## config.mk

```make
export PLATFORM = sky130hd
export DESIGN_NAME = lru_page_replacement_core
export DESIGN_NICKNAME = d
export VERILOG_FILES = /design/src/lrupr_pkg.sv /design/src/lrupr_cell.sv /design/src/lru_page_replacement_core.sv
export SDC_FILE = /design/constraint.sdc
export NUM_CORES = 1
export LEC_CHECK = 0
export BUFFER_PORTS_ARGS = -buffer_cell sky130_fd_sc_hd__buf_2
export CAP_MARGIN = 40
export CORE_MARGIN = 2
export CORE_UTILIZATION = 55
export CTS_CLUSTER_DIAMETER = 40
export DETAILED_ROUTE_END_ITERATION = 16
export PLACE_DENSITY = 0.74
export SYNTH_ARGS = -nofsm -noshare
export SYNTH_HDL_FRONTEND = slang
export SYNTH_HIERARCHICAL = 1
export SYNTH_SLANG_ARGS = --single-unit
```

## constraint.sdc

```tcl
create_clock -name aclk -period 6.8 [get_ports aclk]
set_input_delay 1.02 -clock aclk [delete_from_list [all_inputs] [get_ports aclk]]
set_output_delay 1.02 -clock aclk [all_outputs]
set_load 0.02 [all_outputs]
```

## src/lrupr_pkg.sv

```systemverilog
// lrupr_pkg: shared types and constants for the lru page replacement core
// no dependencies; imported by the cell, the top level, the checker and the testbench
package lrupr_pkg;

    localparam int PAGE_NUM_W   = 16;
    localparam int FAULT_W      = 32;
    localparam int CFG_W        = 4;
    localparam logic [CFG_W-1:0] FRAMES_RESET = 4'd4;
    localparam logic [FAULT_W-1:0] FAULT_MAX  = {FAULT_W{1'b1}};

    // handed from one cell to the next along the stack
    typedef struct packed {
        logic valid;   // slot holds a page
        logic pass;    // no match seen in the cells above
    } lrupr_link_t;

endpackage

```

## src/lrupr_cell.sv

```systemverilog
// lrupr_cell: one slot of the lru stack, holds a page and its valid bit
// depends on lrupr_pkg; loads from its upper neighbor while no hit is seen above
module lrupr_cell import lrupr_pkg::*; #(
    parameter int PAGE_BITS = 16,
    parameter int LIM_W     = 4,
    parameter int IDX       = 0
) (
    input  logic                 aclk,
    input  logic                 aresetn,
    input  logic                 step,
    input  logic [PAGE_BITS-1:0] key,
    input  logic [LIM_W-1:0]     limit,
    input  logic [PAGE_BITS-1:0] prev_page,
    input  lrupr_link_t          link_in,
    output logic [PAGE_BITS-1:0] page_out,
    output lrupr_link_t          link_out,
    output logic [PAGE_BITS-1:0] last_page,
    output logic                 last_valid
);

    localparam logic [LIM_W-1:0] IDX_C  = LIM_W'(IDX);
    localparam logic [LIM_W-1:0] NEXT_C = LIM_W'(IDX + 1);

    logic [PAGE_BITS-1:0] page_reg, page_next;
    logic                 valid_reg, valid_next;
    logic                 in_range, is_last, match;

    assign in_range = IDX_C < limit;
    assign is_last  = NEXT_C == limit;
    assign match    = valid_reg & in_range & (page_reg == key);

    assign link_out.valid = valid_reg & in_range;
    assign link_out.pass  = link_in.pass & ~match;
    assign page_out       = page_reg;
    assign last_page      = is_last ? page_reg : '0;
    assign last_valid     = is_last & valid_reg;

    always_comb begin
        valid_next = valid_reg;
        page_next  = page_reg;
        if (step) begin
            if (!in_range) begin
                valid_next = 1'b0;
            end else if (link_in.pass) begin
                valid_next = link_in.valid;
                page_next  = prev_page;
            end
        end
    end

    always_ff @(posedge aclk) begin
        if (!aresetn) begin
            valid_reg <= 1'b0;
        end else begin
            valid_reg <= valid_next;
        end
    end

    always_ff @(posedge aclk) begin
        page_reg <= page_next;
    end

endmodule

```

## src/lru_page_replacement_core.sv

```systemverilog
// lru_page_replacement_core: usage
// s_ channel takes one page reference per beat (s_page_number), m_ channel
// returns one result beat per reference: page_fault, evicted_valid,
// evicted_page and the saturating total_faults count.
// cfg channel writes frames_in_use (0 acts as 1, above MAX_FRAMES acts as
// MAX_FRAMES); write it only while no reference is in flight.
// the stack is a chain of MAX_FRAMES cells, slot 0 most recent; each cell
// compares its page with the reference and loads its upper neighbor while
// no hit lies above it, so the whole stack updates in the accept cycle.
// the result register raises m_valid in the cycle after the s_ beat is accepted.
// throughput: one reference per cycle while m_ready takes each result, set by the cell chain.
// a stalled m_ready holds the result; s_ready is high while the result
// register is empty or being taken in the same cycle.
// reset: all slots invalid, fault count zero, frames_in_use 4; no clear pass.
module lru_page_replacement_core import lrupr_pkg::*; #(
    parameter int MAX_FRAMES = 8,
    parameter int PAGE_BITS  = 16
) (
    input  logic                  aclk,
    input  logic                  aresetn,
    input  logic                  cfg_valid,
    output logic                  cfg_ready,
    input  logic [CFG_W-1:0]      cfg_data,
    input  logic                  s_valid,
    output logic                  s_ready,
    input  logic [PAGE_NUM_W-1:0] s_page_number,
    output logic                  m_valid,
    input  logic                  m_ready,
    output logic                  m_page_fault,
    output logic                  m_evicted_valid,
    output logic [PAGE_NUM_W-1:0] m_evicted_page,
    output logic [FAULT_W-1:0]    m_total_faults
);

    localparam int LIM_W0 = $clog2(MAX_FRAMES + 1);
    localparam int LIM_W  = (LIM_W0 > CFG_W) ? LIM_W0 : CFG_W;
    localparam logic [LIM_W-1:0] MAX_C = LIM_W'(MAX_FRAMES);
    localparam logic [LIM_W-1:0] ONE_C = LIM_W'(1);

    logic [CFG_W-1:0]      frames_reg;
    logic [LIM_W-1:0]      cfg_ext, limit;
    logic [PAGE_BITS-1:0]  key;
    logic                  step;

    logic [PAGE_BITS-1:0]  page_q [MAX_FRAMES+1];
    lrupr_link_t           link_q [MAX_FRAMES+1];
    logic [PAGE_BITS-1:0]  tap_page [MAX_FRAMES];
    logic                  tap_valid [MAX_FRAMES];

    logic [PAGE_BITS-1:0]  ev_page;
    logic                  full, miss;

    logic                  m_valid_reg;
    logic                  fault_reg, ev_valid_reg;
    logic [PAGE_NUM_W-1:0] ev_page_reg;
    logic [FAULT_W-1:0]    count_reg, count_next;

    assign cfg_ready = 1'b1;
    assign s_ready   = ~m_valid_reg | m_ready;
    assign step      = s_valid & s_ready;
    assign key       = PAGE_BITS'(s_page_number);

    assign cfg_ext = LIM_W'(frames_reg);
    always_comb begin
        if (frames_reg == '0) begin
            limit = ONE_C;
        end else if (cfg_ext > MAX_C) begin
            limit = MAX_C;
        end else begin
            limit = cfg_ext;
        end
    end

    always_ff @(posedge aclk) begin
        if (!aresetn) begin
            frames_reg <= FRAMES_RESET;
        end else if (cfg_valid && cfg_ready) begin
            frames_reg <= cfg_data;
        end
    end

    // slot 0 loads the new reference on every accepted beat
    assign page_q[0]       = key;
    assign link_q[0].valid = 1'b1;
    assign link_q[0].pass  = 1'b1;

    for (genvar i = 0; i < MAX_FRAMES; i++) begin : g_cell
        lrupr_cell #(
            .PAGE_BITS (PAGE_BITS),
            .LIM_W     (LIM_W),
            .IDX       (i)
        ) u_cell (
            .aclk       (aclk),
            .aresetn    (aresetn),
            .step       (step),
            .key        (key),
            .limit      (limit),
            .prev_page  (page_q[i]),
            .link_in    (link_q[i]),
            .page_out   (page_q[i+1]),
            .link_out   (link_q[i+1]),
            .last_page  (tap_page[i]),
            .last_valid (tap_valid[i])
        );
    end

    always_comb begin
        ev_page = '0;
        full    = 1'b0;
        for (int i = 0; i < MAX_FRAMES; i++) begin
            ev_page = ev_page | tap_page[i];
            full    = full | tap_valid[i];
        end
    end

    assign miss = link_q[MAX_FRAMES].pass;

    always_comb begin
        count_next = count_reg;
        if (miss && count_reg != FAULT_MAX) begin
            count_next = count_reg + FAULT_W'(1);
        end
    end

    always_ff @(posedge aclk) begin
        if (!aresetn) begin
            m_valid_reg <= 1'b0;
            count_reg   <= '0;
        end else begin
            if (step) begin
                m_valid_reg <= 1'b1;
                count_reg   <= count_next;
            end else if (m_ready) begin
                m_valid_reg <= 1'b0;
            end
        end
    end

    always_ff @(posedge aclk) begin
        if (step) begin
            fault_reg    <= miss;
            ev_valid_reg <= miss & full;
            ev_page_reg  <= (miss && full) ? PAGE_NUM_W'(ev_page) : '0;
        end
    end

    assign m_valid         = m_valid_reg;
    assign m_page_fault    = fault_reg;
    assign m_evicted_valid = ev_valid_reg;
    assign m_evicted_page  = ev_page_reg;
    assign m_total_faults  = count_reg;

endmodule

```

# ---- Word level (Yosys, flattened, before mapping)
# Index checks and enable logic that the tools add are counted.
# Widths: inputs -> output; s select.
dict set report op_classes {
  n_addsub 1
  n_lt_le_gt_ge 9
  n_eq_ne 24
  mux 27
  bitwise 57
  reduce_logical 20
}
# operator count
set op_table {}
lappend op_table {{$eq 16x16->1} 8}
lappend op_table {{$mux 16} 8}
lappend op_table {{$or 16x16->16} 7}
lappend op_table {{$and 1x1->1} 33}
lappend op_table {{$add 32x1->32 const B} 1}
lappend op_table {{$ne 32x32->1 const B} 1}
lappend op_table {{$reduce_and 3->1} 7}
lappend op_table {{$reduce_and 2->1} 9}
lappend op_table {{$mux 1} 17}
lappend op_table {{$eq 3x4->1 const A} 4}
lappend op_table {{$lt 3x4->1 const A} 4}
lappend op_table {{$ne 2x1->1 const B} 6}
lappend op_table {{$not 1->1} 9}
lappend op_table {{$eq 2x4->1 const A} 2}
lappend op_table {{$lt 1x4->1 const A} 2}
lappend op_table {{$lt 2x4->1 const A} 2}
lappend op_table {{$mux 4} 2}
lappend op_table {{$or 1x1->1} 8}
lappend op_table {{$eq 1x4->1 const A} 1}
lappend op_table {{$eq 4x4->1 const A} 1}
lappend op_table {{$gt 4x4->1 const B} 1}
lappend op_table {{$logic_not 4->1} 1}
lappend op_table {{$logic_and 1x1->1} 2}
lappend op_table {{$ne 2x2->1 const B} 1}
lappend op_table {{$reduce_bool 2->1} 1}
dict set report word_totals {
  register_bits 191
  in_bits 25
  out_inout_bits 53
  wordCells 160
}

# ---- Logic depth before layout (Yosys ltp)
dict set report depth {
  word_depth 16
  mapped_depth 21
  mapped_depth_nobuf 19
}

# ---- By module
# The synthesis kept the hierarchy.
# mod instances cells_per_inst area_each_um2
set modules_own_cells {}
lappend modules_own_cells {lru_page_replacement_core 1 291 2690.1}
lappend modules_own_cells {{lrupr_cell (g_cell[0].u_cell)} 1 66 877.1}
lappend modules_own_cells {{lrupr_cell (g_cell[1].u_cell)} 1 65 872.1}
lappend modules_own_cells {{lrupr_cell (g_cell[4].u_cell)} 1 67 870.8}
lappend modules_own_cells {{lrupr_cell (g_cell[6].u_cell)} 1 67 860.8}
lappend modules_own_cells {{lrupr_cell (g_cell[2].u_cell)} 1 66 859.6}
lappend modules_own_cells {{lrupr_cell (g_cell[3].u_cell)} 1 65 857.1}
lappend modules_own_cells {{lrupr_cell (g_cell[5].u_cell)} 1 66 857.1}
lappend modules_own_cells {{lrupr_cell (g_cell[7].u_cell)} 1 65 855.8}

# ---- Least setup slack after synthesis
# OpenSTA, ideal clock, no wires.
dict set report synth_path {
  path_kind {reg2reg}
  from {register frames_reg[3], in the netlist cfg_ext[3]}
  to {register count_reg[24], in the netlist m_total_faults[24]}
  setup_ns 0.072
  t_arrival_ns 3.880
  setup_slack_ns 2.848
  stages_incl_launch_ff 19
  n_path_buf 2
  cell_sequence {dfxtp_1 > clkbuf_1 > or4_4 > and2_4 > nand3_1 > o31a_1 > o41a_1 > o41a_1 > o31a_1 > o31a_1 > o41a_1 > o31a_1 > inv_1 > a31oi_1 > and3_1 > nand4_1 > buf_2 > or3_1 > a21oi_1}
}
# item line
set synth_lines {}
lappend synth_lines {{from (decl)} lru_page_replacement_core.sv:40} ;# logic [CFG_W-1:0] frames_reg;
lappend synth_lines {{from (signal assigned)} lru_page_replacement_core.sv:78} ;# frames_reg <= cfg_data;
lappend synth_lines {{to (signal assigned)} lru_page_replacement_core.sv:132} ;# count_reg <= count_next;
lappend synth_lines {{to (decl)} lru_page_replacement_core.sv:56} ;# logic [FAULT_W-1:0] count_reg, count_next;

==> flow_summary.toml <==
[routing]
detail-route-antenna-nets = 0
vias = 6554
first_pass_iters = 5
routed_wirelength_um = 22080
wl_per_cell_um = 19.21
drc_errors = 0
routed_via_density = 5.704
dr.first_iter.drc_count = 654

[power_and_ir_drop]
p_sw_uw = 609.0
p_int_uw = 1874
p_comb_share_pct = 9.1
p_seq_share_pct = 52.9
cellPowerDensity_mw_per_mm2 = 229.2
clockPowerShare_pct = 38.0
leakagePower_uw = 0.003791
ir_drop_uv = 200.5
netSwitchingFraction_pct = 24.53

[clock_network]
cts_tree = "yes"
clock_latency_ns = 0.44
cts_hold_buf = 0
cts_setup_buffers = 0
cts_max_level = 4
clock_path_buffers = 2
clock_tree.root_cell = "clkbuf_16"
cts.sinks = 191
cts-resized-gates = 0
clk_pin_slew_ns = 0.07
cts-buffers-inserted = 17

[setup_path]
worst-path-buf-inv = 2
cp.depth = 18
r2r_cells = 18
worst_path_dominant_cell_family = "simple AND/OR/NAND/NOR gates"
cp-start-kind = "register"
criticalPathCategory = "reg -> reg"
crit_top_cell = "o31a_1"
cp.arrival_ns = 5.93
slowest_delay_ns = 0.91
end_kind = "register"
cp.required_ns = 7.17
path_max_fanout = 23
slowest_stage = "dfxtp_1"
worstPathCellList = "nor2_1 > buf_4 > or4_4 > and2_4 > nand3_1 > o31a_1 > o41a_1 > o41a_1 > o31a_1 > o31a_1 > o41a_1 > o31a_1 > inv_1 > a31oi_1 > and3_1 > nand4_1 > or4_1 > a21oi_1"

[final_layout]
area_growth_syn_to_layout_pct = 12.85
final_layout_size_suffix_gt1_share_pct = 17.97
seqCellArea_sq_mm = 0.005285
largest_register_ffs = 128
fin_nets = 937
multiInputGateArea_sq_mm = 0.004179
antenna_cells = 0
fillers = 1379

[die]
dieHeight_um = 136.1
fp-row-count = 48
start_util_pct = 55.89
die_w_um = 136.1
ios = 78
die-area_sq_mm = 0.01853
core_sq_mm = 0.01718

[grt]
grt_start_max_net_pins = 37
grt_pass1_wl_um = 33910
antenna_found_initial = 0
first_global_vias = 6063
grt.total_usage_pct = 24.48
globalRouteOverflowTotal = 0

[hold_path]
whs_path_depth = 2
worstHoldPathType = "reg -> reg"

[sta]
period_share_pct = 81.86
min_period_ns = 5.567
drv_slew = 0
max_freq_mhz = 179.6
worstMarginPinSlew_ns = 0.8916
clock_skew_ns = 0.008200
final_hold_viol_count = 0
fin_ws_ns = 1.233
tns_ns = 0
relSlewSlack_pct = 40.11
rsz0062_at_grt = "false"
final-setup-viol-count = 0

[synth]
ys_seq_elements = 191
synth.distinct_cells = 57
synth_area_per_cell_sq_um = 11.74
netlist_area_sq_mm = 0.009600
seq_area_frac_synth_pct = 55.05
syn_inst = 818
yosys_warnings = 6

[flow_run]
drv_cap = 0

[status]
outcome = "completed"

[placement]
numPortBuffers = 76
post-place-ws_ns = 1.384
post-dp-hpwl_um = 16180
gp_congestion = 0.8342
[worst register-to-register path, delay by kind of cell (launching register included)]
family | cells | cell delay [ns]
compound gates | 9 | 1.89
simple gates | 7 | 2.43
flops | 1 | 0.91
buf+inv | 2 | 0.28
[metal layers]
| layer | GRT usage (%) | vias up | part of all wire [%] |
|---|---|---|---|
| met5 | 0 | - | 0 |
| met4 | 8.681 | 0 | 2.3 |
| met3 | 4.586 | 33 | 5.6 |
| met2 | 37.30 | 186 | 46 |
| met1 | 35.17 | 3172 | 46 |
| li1 | - | 3163 | - |
[final timing paths]
path | from | to | slack (ns)
worst max-delay path | cfg_ext[3]$_SDFFE_PN0P_ | m_total_faults[30]$_SDFFE_PN0P_ | 1.23
worst min-delay path | g_cell[0].u_cell/valid_reg$_SDFFE_PN0P_ | g_cell[0].u_cell/valid_reg$_SDFFE_PN0P_ | 0.48
worst max register to register | cfg_ext[3]$_SDFFE_PN0P_ | m_total_faults[30]$_SDFFE_PN0P_ | 1.23
worst min register to register | g_cell[0].u_cell/valid_reg$_SDFFE_PN0P_ | g_cell[0].u_cell/valid_reg$_SDFFE_PN0P_ | 0.48
[synthesized netlist by cell type, drive strengths merged]
| cell | instances | area, sq um |
|---|---|---|
| a21boi | 2 | 15.02 |
| o31ai | 5 | 37.54 |
| a21oi | 41 | 231.5 |
| or4 | 10 | 82.58 |
| nor3 | 7 | 35.03 |
| xor2 | 77 | 674.4 |
| nor2b | 11 | 68.82 |
| nor4 | 56 | 459.2 |
| a211oi | 1 | 7.510 |
| and2 | 140 | 887.1 |
| and2b | 1 | 7.510 |
| o311ai | 1 | 8.760 |
| nor2 | 22 | 82.58 |
| nand3 | 20 | 100.1 |
| clkinv | 1 | 3.750 |
| nand2b | 6 | 37.54 |
| o41a | 3 | 33.78 |
| edfxtp | 146 | 4384 |
| or3 | 19 | 118.9 |
| xnor2 | 54 | 473.0 |
| buf | 6 | 61.30 |
| inv | 10 | 37.53 |
| o31a | 4 | 35.03 |
| mux2i | 7 | 70.07 |
| or2 | 2 | 12.51 |
| nand3b | 1 | 7.510 |
| and3 | 6 | 42.54 |
| conb | 1 | 3.750 |
| a31oi | 3 | 18.77 |
| o41ai | 1 | 8.760 |
| dfxtp | 45 | 900.9 |
| nand4 | 26 | 175.2 |
| clkbuf | 14 | 52.55 |
| and4bb | 1 | 12.51 |
| nor4b | 3 | 71.32 |
| a22oi | 5 | 37.54 |
| nand2 | 27 | 101.4 |
| ha | 1 | 12.51 |
| o2111ai | 1 | 15.01 |
| o21ai | 29 | 160.2 |
| o21bai | 2 | 15.01 |
[power groups by stage]
stage | Sequential, uW | Combinational [uW] | Clock [uW]
final | 1310 | 225 | 944
after global routing | 1320 | 245 | 993
after CTS | 1310 | 225 | 953
after detailed placement | 1340 | 223 | 0
after global placement | 1340 | 221 | 0
after floorplan | 1340 | 138 | 0
[kinds of logic (layout without fill, tap and decap cells)]
kind of cell	count (synthesis)	after routing	synth area share [%]
AND/OR/NAND/NOR	358	358	23.98
flip-flops	191	191	55.05
XOR/XNOR	131	131	11.95
AO/OA/AOI/OAI	98	98	6.503
buffers and inverters	31	133	1.616
multiplexers	7	7	0.7299
adder cells (fa/ha/maj)	1	1	0.1303
other	1	5	0.03906
[through the flow]
step | power (uW) | utilization, % | instance area [sq um] | hold slack, ns | std cells
3_3_place_gp | 1558 | 59.72 | 10260 | 0.4653 | 1115
2_1_floorplan | 1477 | - | 9615 | 0.4436 | 822
4_1_cts | 2492 | 63.08 | 10830 | 0.4776 | 1149
5_1_grt | 2556 | 63.08 | 10830 | 0.4953 | 1149
6_report | 2483 | 63.08 | 10830 | 0.4761 | 1149
3_5_place_dp | 1562 | 59.89 | 10290 | 0.4673 | 1117
[cells in the final DEF, fill, tap and decap left out, types with 8 or more instances in the layout]
cell type	Yosys	routed
o21ai_1	12	11
or3_1	19	19
nor4_1	40	40
clkbuf_16	0	17
nor4_2	15	15
nand4_1	24	24
or4_1	8	8
xnor2_1	54	54
nand3_1	20	20
and2_1	132	132
buf_4	1	12
buf_2	1	76
a21oi_1	34	34
o21ai_0	15	15
nor2b_1	11	11
nand2_1	27	27
dfxtp_1	45	45
xor2_1	77	77
nor2_1	22	22
edfxtp_1	146	146
inv_1	9	9
[area by class of cell]
cell class,instances,share of cell area [%]
clock buffers,18,3.961
flip-flops and latches,191,48.78
repair buffers,90,4.619
clock inverters,14,1.086
well taps,225,2.598
inverters,11,0.3811
multi-input cells,600,38.57
(Power assumes the default switching activity.)
